### config.mk
export PLATFORM = sky130hd
export DESIGN_NAME = dsc_ctrl
export DESIGN_NICKNAME = d
export VERILOG_FILES = /design/src/rtl/core/dsc_pkg.sv /design/src/rtl/core/dsc_ctrl.sv
export VERILOG_INCLUDE_DIRS = /design/src /design/src/rtl/core
export SDC_FILE = /design/constraint.sdc
export NUM_CORES = 1
export LEC_CHECK = 0
export ABC_AREA = 1
export BUFFER_PORTS_ARGS = -buffer_cell sky130_fd_sc_hd__buf_2
export CAP_MARGIN = 20
export CELL_PAD_IN_SITES_DETAIL_PLACEMENT = 0
export CELL_PAD_IN_SITES_GLOBAL_PLACEMENT = 1
export CORE_ASPECT_RATIO = 1.1
export CORE_MARGIN = 1
export CORE_UTILIZATION = 27
export CTS_CLUSTER_SIZE = 25
export DETAILED_ROUTE_END_ITERATION = 12
export GPL_TIMING_DRIVEN = 0
export PLACE_DENSITY = 0.86
export SLEW_MARGIN = 20
export SYNTH_ARGS = -nofsm -noshare
export SYNTH_HDL_FRONTEND = slang
export SYNTH_SLANG_ARGS = --single-unit
### constraint.sdc
create_clock -name clk -period 1.28 [get_ports clk]
set_input_delay 0.064 -clock clk [delete_from_list [all_inputs] [get_ports clk]]
set_output_delay 0.064 -clock clk [all_outputs]
set_load 0.02 [all_outputs]
### src/rtl/core/diagonal_span_chainer_defines.svh
// ----------------------------------------------------------------------------
// diagonal span chainer assertion macros
// shared assertion forms, compiled out when SYNTH is defined
// ----------------------------------------------------------------------------
`ifndef DIAGONAL_SPAN_CHAINER_DEFINES_SVH
`define DIAGONAL_SPAN_CHAINER_DEFINES_SVH

`ifndef SYNTH
// property checked on every clock edge outside reset
`define DSC_ASSERT(lbl, prop, msg) \
	lbl: assert property (@(posedge clk) disable iff (!arst_n) (prop)) else $error(msg);
// condition in one cycle implies a consequence in the next
`define DSC_ASSERT_NEXT(lbl, ante, cons, msg) \
	`DSC_ASSERT(lbl, (ante) |=> (cons), msg)
`else
`define DSC_ASSERT(lbl, prop, msg)
`define DSC_ASSERT_NEXT(lbl, ante, cons, msg)
`endif

`endif

### src/rtl/core/dsc_pkg.sv
// ----------------------------------------------------------------------------
// dsc_pkg
// types, constants and helpers of the diagonal span chainer
// ----------------------------------------------------------------------------
package dsc_pkg;

	localparam int POS_W  = 20;
	localparam int LEN_W  = 21;
	localparam int TOT_W  = 25;
	localparam int DIAG_W = 21;
	localparam int KEY_W  = DIAG_W + POS_W;
	localparam int PT_W   = 2 * POS_W;
	localparam logic [TOT_W-1:0] TOTAL_CAP = 25'h100_0000;

	typedef struct packed {
		logic [LEN_W-1:0] len;
		logic [POS_W-1:0] q_first;
		logic [POS_W-1:0] q_last;
		logic [POS_W-1:0] d_first;
		logic [POS_W-1:0] d_last;
	} span_t;

	typedef struct packed {
		logic load;       // point transaction accepted
		logic doc_start;  // final point accepted
		logic doc_done;   // last result delivered
		logic scan_start;
		logic scan_run;
		logic chain;
		logic close;
		logic sum_clear;
		logic sum_step;
		logic idx_inc;
		logic idx_clear;
	} cmd_t;

	typedef struct packed {
		logic scan_done;
		logic best_found;
		logic list_empty;
		logic idx_last;
	} sts_t;

	// span a ranks ahead of span b: longer, then lower q_first, then lower d_first
	function automatic logic ranks_before(span_t a, span_t b);
		logic r;
		if (a.len != b.len) r = a.len > b.len;
		else if (a.q_first != b.q_first) r = a.q_first < b.q_first;
		else r = a.d_first < b.d_first;
		return r;
	endfunction

endpackage

### src/rtl/core/dsc_ctrl.sv
// ----------------------------------------------------------------------------
// dsc_ctrl
// sequencer: load, scan and chain passes, totals, result delivery
// ----------------------------------------------------------------------------
`include "diagonal_span_chainer_defines.svh"

module dsc_ctrl
	import dsc_pkg::*;
(
	input  logic clk,
	input  logic arst_n,
	input  logic s_tvalid,
	input  logic s_tlast,
	output logic s_tready,
	output logic m_tvalid,
	input  logic m_tready,
	output logic m_tlast,
	output cmd_t cmd,
	input  sts_t sts
);

	localparam logic [2:0] S_LOAD    = 3'd0;
	localparam logic [2:0] S_SCAN_GO = 3'd1;
	localparam logic [2:0] S_SCAN    = 3'd2;
	localparam logic [2:0] S_CHAIN   = 3'd3;
	localparam logic [2:0] S_CLOSE   = 3'd4;
	localparam logic [2:0] S_SUM     = 3'd5;
	localparam logic [2:0] S_OUT     = 3'd6;

	logic [2:0] state_q, state_d;

	always_comb begin
		state_d  = state_q;
		cmd      = '0;
		s_tready = 1'b0;
		m_tvalid = 1'b0;
		m_tlast  = sts.list_empty || sts.idx_last;
		unique case (state_q)
			S_LOAD: begin
				s_tready = 1'b1;
				if (s_tvalid) begin
					cmd.load = 1'b1;
					if (s_tlast) begin
						cmd.doc_start = 1'b1;
						state_d = S_SCAN_GO;
					end
				end
			end
			S_SCAN_GO: begin
				cmd.scan_start = 1'b1;
				state_d = S_SCAN;
			end
			S_SCAN: begin
				cmd.scan_run = 1'b1;
				if (sts.scan_done) state_d = sts.best_found ? S_CHAIN : S_CLOSE;
			end
			S_CHAIN: begin
				cmd.chain = 1'b1;
				state_d = S_SCAN_GO;
			end
			S_CLOSE: begin
				cmd.close = 1'b1;
				cmd.sum_clear = 1'b1;
				cmd.idx_clear = 1'b1;
				state_d = S_SUM;
			end
			S_SUM: begin
				if (sts.list_empty) begin
					state_d = S_OUT;
				end else begin
					cmd.sum_step = 1'b1;
					if (sts.idx_last) begin
						cmd.idx_clear = 1'b1;
						state_d = S_OUT;
					end
				end
			end
			S_OUT: begin
				m_tvalid = 1'b1;
				if (m_tready) begin
					if (m_tlast) begin
						cmd.doc_done = 1'b1;
						state_d = S_LOAD;
					end else begin
						cmd.idx_inc = 1'b1;
					end
				end
			end
			default: state_d = S_LOAD;
		endcase
	end

	always_ff @(posedge clk or negedge arst_n) begin
		if (!arst_n) state_q <= S_LOAD;
		else state_q <= state_d;
	end

	`DSC_ASSERT_NEXT(a_final_starts_scan, s_tvalid && s_tready && s_tlast, state_q == S_SCAN_GO, "final point did not start a scan")
	`DSC_ASSERT_NEXT(a_found_goes_chain, (state_q == S_SCAN) && sts.scan_done && sts.best_found, state_q == S_CHAIN, "found point not chained")
	`DSC_ASSERT_NEXT(a_eol_reopens_input, m_tvalid && m_tready && m_tlast, s_tready, "input not reopened after end of list")

endmodule

# [After elaboration in Yosys (flattened, before gate mapping)]
# Index checks and enable logic that the tools add are counted.
[classes] eq_ne=12 n_mux=29 n_reduce_logical=3
[ops] op="3-bit two-way mux" n=8
[ops] op="3-bit case mux with 7 select lines" n=1
[ops] op="1-bit two-way mux" n=16
[ops] op="2-bit != test, second input constant" n=5
[ops] op="3-bit == test, second input constant" n=3
[ops] op="3-bit by 2-bit == test with 1-bit output, second input constant" n=2
[ops] op="2-bit two-way mux" n=3
[ops] op="6-bit AND reduction" n=1
[ops] op="3-bit by 1-bit == test with 1-bit output, second input constant" n=1
[ops] op="3-bit logical NOT" n=1
[ops] op="3-bit != test, second input constant" n=1
[ops] op="1-bit case mux with 2 select lines" n=1
[ops] op="1-bit logical OR" n=1
[totals] register_bits=3 output_inout_bits=14 word_cells=45

# [Longest topological paths before layout]
# Gate-level depths: netlist of run 1.
[depth] ltp_word=4 depth_mapped=8 ltp_nobuf=7

# [Worst setup path after synthesis of run 1]
# No wires, ideal clock.
[synth_path] kind="flip-flop to output port" start="register state_q[1]" end="output port cmd[0] in the netlist's numbering" arrival_time_ns=1.215 required_time_ns=1.216 path_slack_ns=0.001 stages_incl_launch_ff=7 path_buffers=1 cell_sequence="dfrtp_1 > buf_6 > inv_2 > nand3_2 > nor2_1 > nand2_1 > nand2_1"
[synth_rtl] element="start, declared" line="dsc_ctrl.sv:30" rtl="logic [2:0] state_q, state_d;"
[synth_rtl] element="start signal, assigned" line="dsc_ctrl.sv:95" rtl="else state_q <= state_d;"
[synth_rtl] element="end, declared" line="dsc_ctrl.sv:18" rtl="output cmd_t cmd,"

==> flow_summary.toml, run 1 <==
[detailed_routing]
initialDrtViolationCount = 9
firstDrtPassIters = 4
ant_nets = 0
vias_per_cell = 4.44
wl_per_cell_um = 9.18
route.detailed.drc = 0
num_vias = 524
routed_wl_mm = 1.08

[synth]
synth_top_area_share_pct = 17.9
syn_nets = 77
dominantRegCellSynth = "dfrtp_1"
synth_cell_types = 17
syn_area_per_cell_um2 = 6.16
ys_top_cells_by_count = "15 x nand2_1, 11 x nor2_1, 6 x inv_1, 6 x inv_2, 5 x nor2_2"
yosys_warnings = 0
synth_cells = 68
ys_ff_latch = 3
synth_most_common_cell = "nand2_1"
synth-edff-count = 0
synth_area_leader_cell = "dfrtp_1"
synthTopCellsByArea = "dfrtp_1 18%, nand2_1 13%, nor2_1 9.9%"
synth_area_um2 = 419
ys_seq_area_share_pct = 17.9
async_flop_share_pct = 100

[cts]
cts_buffer_depth = 2
cts_tree = "done"
numCtsBuffers = 3
clock_latency_ns = 0.23
root_buffer = "clkbuf_4"
clk_pin_slew_ns = 0.04
clock_sink_count = 3
htreeDepth = 1

[final_layout]
final_area_um2 = 722
reg_top3 = "state_q x3"
post-route-util_pct = 51.5
area_delta_synth_final_pct = 72.2
drive_gt1_share_pct = 64.7
largest_register_ff_count = 3
fin_nets = 112
regMostFlops = "state_q"
antenna_cells = 0

[run_status]
status = "finished with violations"
violations = "setup timing"

[global_route]
grt_pass1_wl_mm = 1.69
grt_max_degree = 9
grt_overflow_total = 0
grt_usage_pct = 13.6
grt_pass1_vias = 451
antenna_found_initial = 0

[power_and_ir_drop]
seqPwrFrac_pct = 12.4
p_sw_w = 0.000696
leakage_nw = 0.401
p_int_w = 0.000746
switching_share_pct = 48.3
combinationalPowerShare_pct = 76.3
irDropWorstVdd_mv = 0.937
clock_power_share_pct = 11.2
powerDensity_nw_per_um2 = 2000

[worst_setup_path]
arrival_ns = 1.23
crit_path_top_delay_cell = "dfrtp_2"
cp_cell_sequence = "buf_4 > nand3_4 > nor2_2 > nand2_1 > nand2_1 > buf_6"
end_kind = "output pin"
path_buf_inv = 2
crit_top_cell = "nand2_1"
crit_family = "flip-flops"
required_ns = 1.22
slowest_delay_ns = 0.43
cp_max_fo = 4
path_class = "flop to output pin"
startpoint_type = "flop"

[floorplan]
row_count = 14
die_w_um = 39.6
initial_core_util_pct = 29.9
num_io_pins = 23
die_area_um2 = 1710
fp.dieH_um = 43.3
core_um2 = 1400

[sta]
finalHoldViolations = 0
finalSetupViolCount = 1
clock_skew_ns = 0.00389
tightest_slew_ns = 0.206
tns_ns = -0.0103
finalCritPeriodShare_pct = 101
max_freq_mhz = 775
setup_slack_ns = -0.0103
rsz0062_at_grt = "yes"
min_period_ns = 1.29
hold_ws_ns = 0.170
finalMaxSlewViolations = 0
max_slew_margin_pct = 86.2

[place]
place_ws_ns = 0.130
post-dp-hpwl_um = 773
routabilityCongestion = 0.788
io_buffers = 22
placedInstanceArea_um2 = 549

[job]
drv_cap = 0

[worst_hold_path]
worstHoldPathType = "input port to asynchronous set/reset pin"
## worst paths after layout
| path | startpoint | end | slack [ns] | depth (start not counted) |
|---|---|---|---|---|
| worst max-delay path | state_q[0]$_DFFE_PN0P_ | cmd[0] | -0.01 | 6 |
| worst min-delay path | arst_n | state_q[1]$_DFFE_PN0P_ | 0.17 | 2 |
| worst max register to register | state_q[0]$_DFFE_PN0P_ | state_q[0]$_DFFE_PN0P_ | 0.06 | 7 |
| worst min register to register | state_q[1]$_DFFE_PN0P_ | state_q[0]$_DFFE_PN0P_ | 0.67 | 4 |
| max in group asynchronous | arst_n | state_q[0]$_DFFE_PN0P_ | 1.00 | 2 |
| min in group clk | sts[0] | state_q[0]$_DFFE_PN0P_ | 0.17 | 4 |
## worst reg2reg max path, delay by kind of cell, from the launching register on
kind                   cells  cell delay [ns]
flip-flops                 1             0.43
AND/OR/NAND/NOR            5             0.39
buffers and inverters      2             0.29
## layout make-up
| class | count | area, um^2 |
|---|---|---|
| buffer | 3 | 33.8 |
| clock buffer | 4 | 26.3 |
| fill | 161 | 679 |
| inverter | 13 | 56.3 |
| multi-input combinational | 49 | 295 |
| sequential | 3 | 76.3 |
| tap | 16 | 20.0 |
| timing repair buffer | 30 | 214 |
## power by group through the flow
stage / combinational [W] / clock [W] / sequential [W]
after floorplan: 0.000614 / 0 / 0.000165
after detailed placement: 0.000786 / 0 / 0.000174
after global placement: 0.000787 / 0 / 0.000173
final: 0.00110 / 0.000162 / 0.000179
after global routing: 0.00119 / 0.000171 / 0.000182
after CTS: 0.000936 / 0.000165 / 0.000186
## through the flow
step,std cells,power (W)
after floorplan,68,0.000779
after global placement,106,0.000960
after detailed placement,106,0.000960
after CTS,116,0.00129
after global routing,118,0.00154
final,118,0.00144
## timing repair
action                                  CTS  global route
endpoints found under the setup margin    7             7
setup buffers                             5             2
resized for setup                        12            13
pin swaps                                 2             2
hold buffers                              1             0
endpoints found under the hold margin     3             0
## metal layers
layer,track usage (%),share of wire [%]
met2,22.6,51
met1,17.7,44
met5,0,0
met3,1.57,5.4
met4,4.14,0
## cell families after synthesis
family	count (synthesis)	synth area share (%)
DFF	3	17.9
buffers and inverters	16	19.4
AOI/OAI and AO/OA	4	5.37
and+or+nand+nor	45	57.3
## layout by cell type (no fill, tap or decap), types with 4 or more instances in the layout
master and count:
buf_2 15, buf_4 10, buf_6 6, inv_1 4, inv_2 6, nand2_1 13
nand2_2 4, nand3_1 4, nor2_1 7, nor2_2 8, nor2_4 4
(Power assumes the default switching activity.)
==> run 2: changes to the inputs <==
--- a/config.mk
+++ b/config.mk
@@ -18,7 +18,9 @@
 export DETAILED_ROUTE_END_ITERATION = 12
 export GPL_TIMING_DRIVEN = 0
 export PLACE_DENSITY = 0.86
+export SKIP_CTS_REPAIR_TIMING = 1
 export SLEW_MARGIN = 20
 export SYNTH_ARGS = -nofsm -noshare
 export SYNTH_HDL_FRONTEND = slang
 export SYNTH_SLANG_ARGS = --single-unit
+export TNS_END_PERCENT = 50
==> flow_summary.toml, run 2 (same netlist as run 1, synthesis figures left out) <==
[job]
drv_cap = 0

[global_route]
grt_overflow_total = 0
antenna_found_initial = 0
grt_max_degree = 10
grt_usage_pct = 11.5
grt_pass1_wl_mm = 1.45
grt_pass1_vias = 390

[power_and_ir_drop]
leakage_nw = 0.373
powerDensity_nw_per_um2 = 1970
irDropWorstVdd_mv = 0.933
p_total_w = 0.00130

[worst_setup_path]
path_class = "flop to output pin"
crit_path_end = "cmd[7]"
rrSetupSlack_ns = 0.09
arrival_ns = 1.24
end_kind = "output pin"
reg2reg_depth = 7
rr_endpoint = "state_q[0]$_DFFE_PN0P_"
startpoint_type = "flop"
cp_max_fo = 6
rr_startpoint = "state_q[0]$_DFFE_PN0P_"
required_ns = 1.22
crit_start = "state_q[0]$_DFFE_PN0P_"

[final_layout]
final_common_cell = "buf_2"
drive_gt1_share_pct = 60.4
antenna_cells = 0
regMostFlops = "state_q"
area_delta_synth_final_pct = 56.7
reg_top3 = "state_q x3"
layout_common_cells = "14 x buf_2, 13 x nand2_1, 8 x nor2_1"
largest_register_ff_count = 3
fin_nets = 106

[sta]
hold_ws_ns = 0.163
setup_slack_ns = -0.0270
finalSetupViolCount = 2
max_freq_mhz = 765
min_period_ns = 1.31
clock_skew_ns = 0.00416
finalMaxSlewViolations = 0
finalHoldViolations = 0
finalCritPeriodShare_pct = 102
max_slew_margin_pct = 85.7
rsz0062_at_grt = "yes"
tightest_slew_ns = 0.213

[cts]
clk_pin_slew_ns = 0.04
numCtsBuffers = 3
cts_buffer_depth = 2
root_buffer = "clkbuf_4"
htreeDepth = 1
clock_sink_count = 3
clock_latency_ns = 0.23
cts_tree = "done"

[floorplan]
die_area_um2 = 1710
core_um2 = 1400
initial_core_util_pct = 29.9
die_w_um = 39.6
row_count = 14
fp.dieH_um = 43.3
num_io_pins = 23

[place]
post-dp-hpwl_um = 773
io_buffers = 22
routabilityCongestion = 0.788

[detailed_routing]
ant_nets = 0
initialDrtViolationCount = 11
firstDrtPassIters = 4
wl_per_cell_um = 9.13
routed_wl_mm = 1.02
vias_per_cell = 4.43
num_vias = 496
route.detailed.drc = 0

[worst_hold_path]
worstHoldPathType = "input port to asynchronous set/reset pin"

[run_status]
status = "finished with violations"
violations = "setup timing"
## run 2: how the worst min path moves through the flow
| stage | from | endpoint | slack, ns | depth (start not counted) |
|---|---|---|---|---|
| after CTS | arst_n | state_q[1]$_DFFE_PN0P_ | -0.38 | 1 |
| after global routing | arst_n | state_q[1]$_DFFE_PN0P_ | 0.17 | 2 |
| final | arst_n | state_q[1]$_DFFE_PN0P_ | 0.16 | 2 |
| after floorplan | arst_n | state_q[0]$_DFFE_PN0P_ | -0.23 | 0 |
| after detailed placement | arst_n | state_q[1]$_DFFE_PN0P_ | -0.14 | 1 |
| after global placement | arst_n | state_q[1]$_DFFE_PN0P_ | -0.14 | 1 |
## run 2: metrics by stage
step | instances | setup slack [ns] | instance area, um^2 | util (%) | setup TNS, ns
6_report | 112 | -0.0270 | 657 | 46.9 | -0.0526
5_1_grt | 112 | -0.0993 | 657 | 46.9 | -0.330
4_1_cts | 110 | -0.0898 | 576 | 41.1 | -0.302
3_5_place_dp | 106 | 0.130 | 549 | 39.2 | 0
3_3_place_gp | 106 | 0.126 | 549 | 39.2 | 0
2_1_floorplan | 68 | 0.000684 | 419 | - | 0
## run 2: layout make-up
type,count,area (um^2)
repair buffers,24,168
inverters,13,51.3
well taps,16,20.0
flip-flops and latches,3,76.3
clock buffers,4,26.3
multi-input cells,49,285
plain buffers,3,30.0
fillers,166,744
## run 2: report_power, final
part | switching (W) | total (W) | internal, W
registers | 0.0000456 | 0.000182 | 0.000136
logic | 0.000553 | 0.000953 | 0.000400
clock network | 0.0000455 | 0.000162 | 0.000117
## run 2: critical path, stage by stage, from the launching register on
cell     delay [ns]
dfrtp_2        0.44
inv_2          0.08
buf_12         0.13
nor2_4         0.09
inv_2          0.04
nor2_1         0.08
buf_4          0.14
## run 2: per-layer routing
metal / global-route usage (%) / share of wire (%)
met2: 17.0 / 50
met3: 1.57 / 4.7
met1: 16.8 / 45
met5: 0 / 0
met4: 4.14 / 0
==> run 3: changes to the inputs <==
==> constraint.sdc (replaced) <==
create_clock -name clk -period 1.3 [get_ports clk]
set_input_delay 0.065 -clock clk [delete_from_list [all_inputs] [get_ports clk]]
set_output_delay 0.065 -clock clk [all_outputs]
set_load 0.02 [all_outputs]
==> flow_summary.toml, run 3 (same netlist as run 1, synthesis figures left out) <==
[floorplan]
fp.dieH_um = 43.3
die_area_um2 = 1710
num_io_pins = 23
row_count = 14
core_um2 = 1400
die_w_um = 39.6
initial_core_util_pct = 29.9

[sta]
max_freq_mhz = 764
tightest_slew_ns = 0.213
finalSetupViolCount = 2
min_period_ns = 1.31
clock_skew_ns = 0.00416
max_slew_margin_pct = 85.7
tns_ns = -0.0146
finalMaxSlewViolations = 0
setup_slack_ns = -0.00805
finalHoldViolations = 0
rsz0062_at_grt = "yes"
finalCritPeriodShare_pct = 101

[final_layout]
fillerInstances = 165
area_delta_synth_final_pct = 55.2
final_area_um2 = 651
final_common_cell = "buf_2"
fin_nets = 106
antenna_cells = 0
reg_top3 = "state_q x3"
drive_gt1_share_pct = 60.4
layout_common_cells = "15 x buf_2, 13 x nand2_1, 8 x nor2_1"
regMostFlops = "state_q"
fin_cells = 112
largest_register_ff_count = 3
post-route-util_pct = 46.4

[global_route]
met3_usage_pct = 1.57
grt_use_met1_pct = 16.8
grt_pass1_vias = 390
grt_max_degree = 10
grt_usage_pct = 11.5
grt-busiest-layer = "met2"
antenna_found_initial = 0
grt_overflow_total = 0
grt_pass1_wl_mm = 1.45
met2_usage_pct = 17.0

[worst_hold_path]
worstHoldPathType = "input port to asynchronous set/reset pin"

[place]
io_buffers = 22
placedInstanceArea_um2 = 549
post-dp-hpwl_um = 773
routabilityCongestion = 0.788
placed_cells = 106

[cts]
numCtsBuffers = 3
htreeDepth = 1
clock_sink_count = 3
root_buffer = "clkbuf_4"
clock_latency_ns = 0.23
cts_buffer_depth = 2
cts_tree = "done"
clk_pin_slew_ns = 0.04

[power_and_ir_drop]
p_total_w = 0.00127
irDropWorstVdd_mv = 0.918
leakage_nw = 0.372
powerDensity_nw_per_um2 = 1950

[worst_setup_path]
arrival_ns = 1.24
path_class = "flop to output pin"
rrSetupSlack_ns = 0.11
required_ns = 1.24
end_kind = "output pin"
crit_path_top_delay_cell = "dfrtp_2"
crit_top_cell = "inv_2"
slowest_delay_ns = 0.44
reg2reg_depth = 7
path_buf_inv = 4
startpoint_type = "flop"
crit_cells = 6
crit_family = "flip-flops"
cp_cell_sequence = "inv_2 > buf_12 > nor2_4 > inv_2 > nor2_1 > buf_4"
cp_max_fo = 6

[detailed_routing]
num_vias = 496
wl_per_cell_um = 9.10
routed_wl_mm = 1.02
route.detailed.drc = 0
ant_nets = 0
firstDrtPassIters = 4
initialDrtViolationCount = 11
vias_per_cell = 4.43

[job]
drv_cap = 0

[run_status]
status = "finished with violations"
violations = "setup timing"
run 3: final cells by class:
cell class	instances	area (um^2)	share of cell area, %
clock buffers	4	26.3	4.04
repair buffers	24	161	24.8
plain buffers	3	30.0	4.62
multi-input cells	49	285	43.8
inverters	13	51.3	7.88
flip-flops and latches	3	76.3	11.7
well taps	16	20.0	3.08
run 3: path summary, 6_finish.rpt:
path,startpoint,endpoint
worst min register to register,state_q[1]$_DFFE_PN0P_,state_q[1]$_DFFE_PN0P_
worst max-delay path,state_q[0]$_DFFE_PN0P_,cmd[7]
worst min-delay path,arst_n,state_q[1]$_DFFE_PN0P_
max in group asynchronous,arst_n,state_q[0]$_DFFE_PN0P_
worst max register to register,state_q[0]$_DFFE_PN0P_,state_q[0]$_DFFE_PN0P_
min in group clk,sts[0],state_q[0]$_DFFE_PN0P_
run 3: routing by layer:
layer / wire length [um] / vias to the layer above
li1: - / 259
met1: 463 / 225
met2: 509 / 12
met3: 47 / 0
met4: 0 / 0
met5: 0 / -
run 3: report_power, final:
| part | total [W] | leakage, nW | internal (W) | switching, W |
|---|---|---|---|---|
| combinational | 0.000928 | 0.320 | 0.000386 | 0.000542 |
| clock | 0.000160 | 0.0150 | 0.000115 | 0.0000448 |
| sequential | 0.000179 | 0.0374 | 0.000134 | 0.0000449 |
| total | 0.00127 | 0.372 | 0.000635 | 0.000632 |
run 3: metrics by stage:
step,worst slack [ns],hold WS [ns]
after floorplan,0.0197,-0.231
after global placement,0.146,-0.142
after detailed placement,0.150,-0.138
after CTS,-0.0708,-0.380
after global routing,-0.0803,0.170
final,-0.00805,0.164
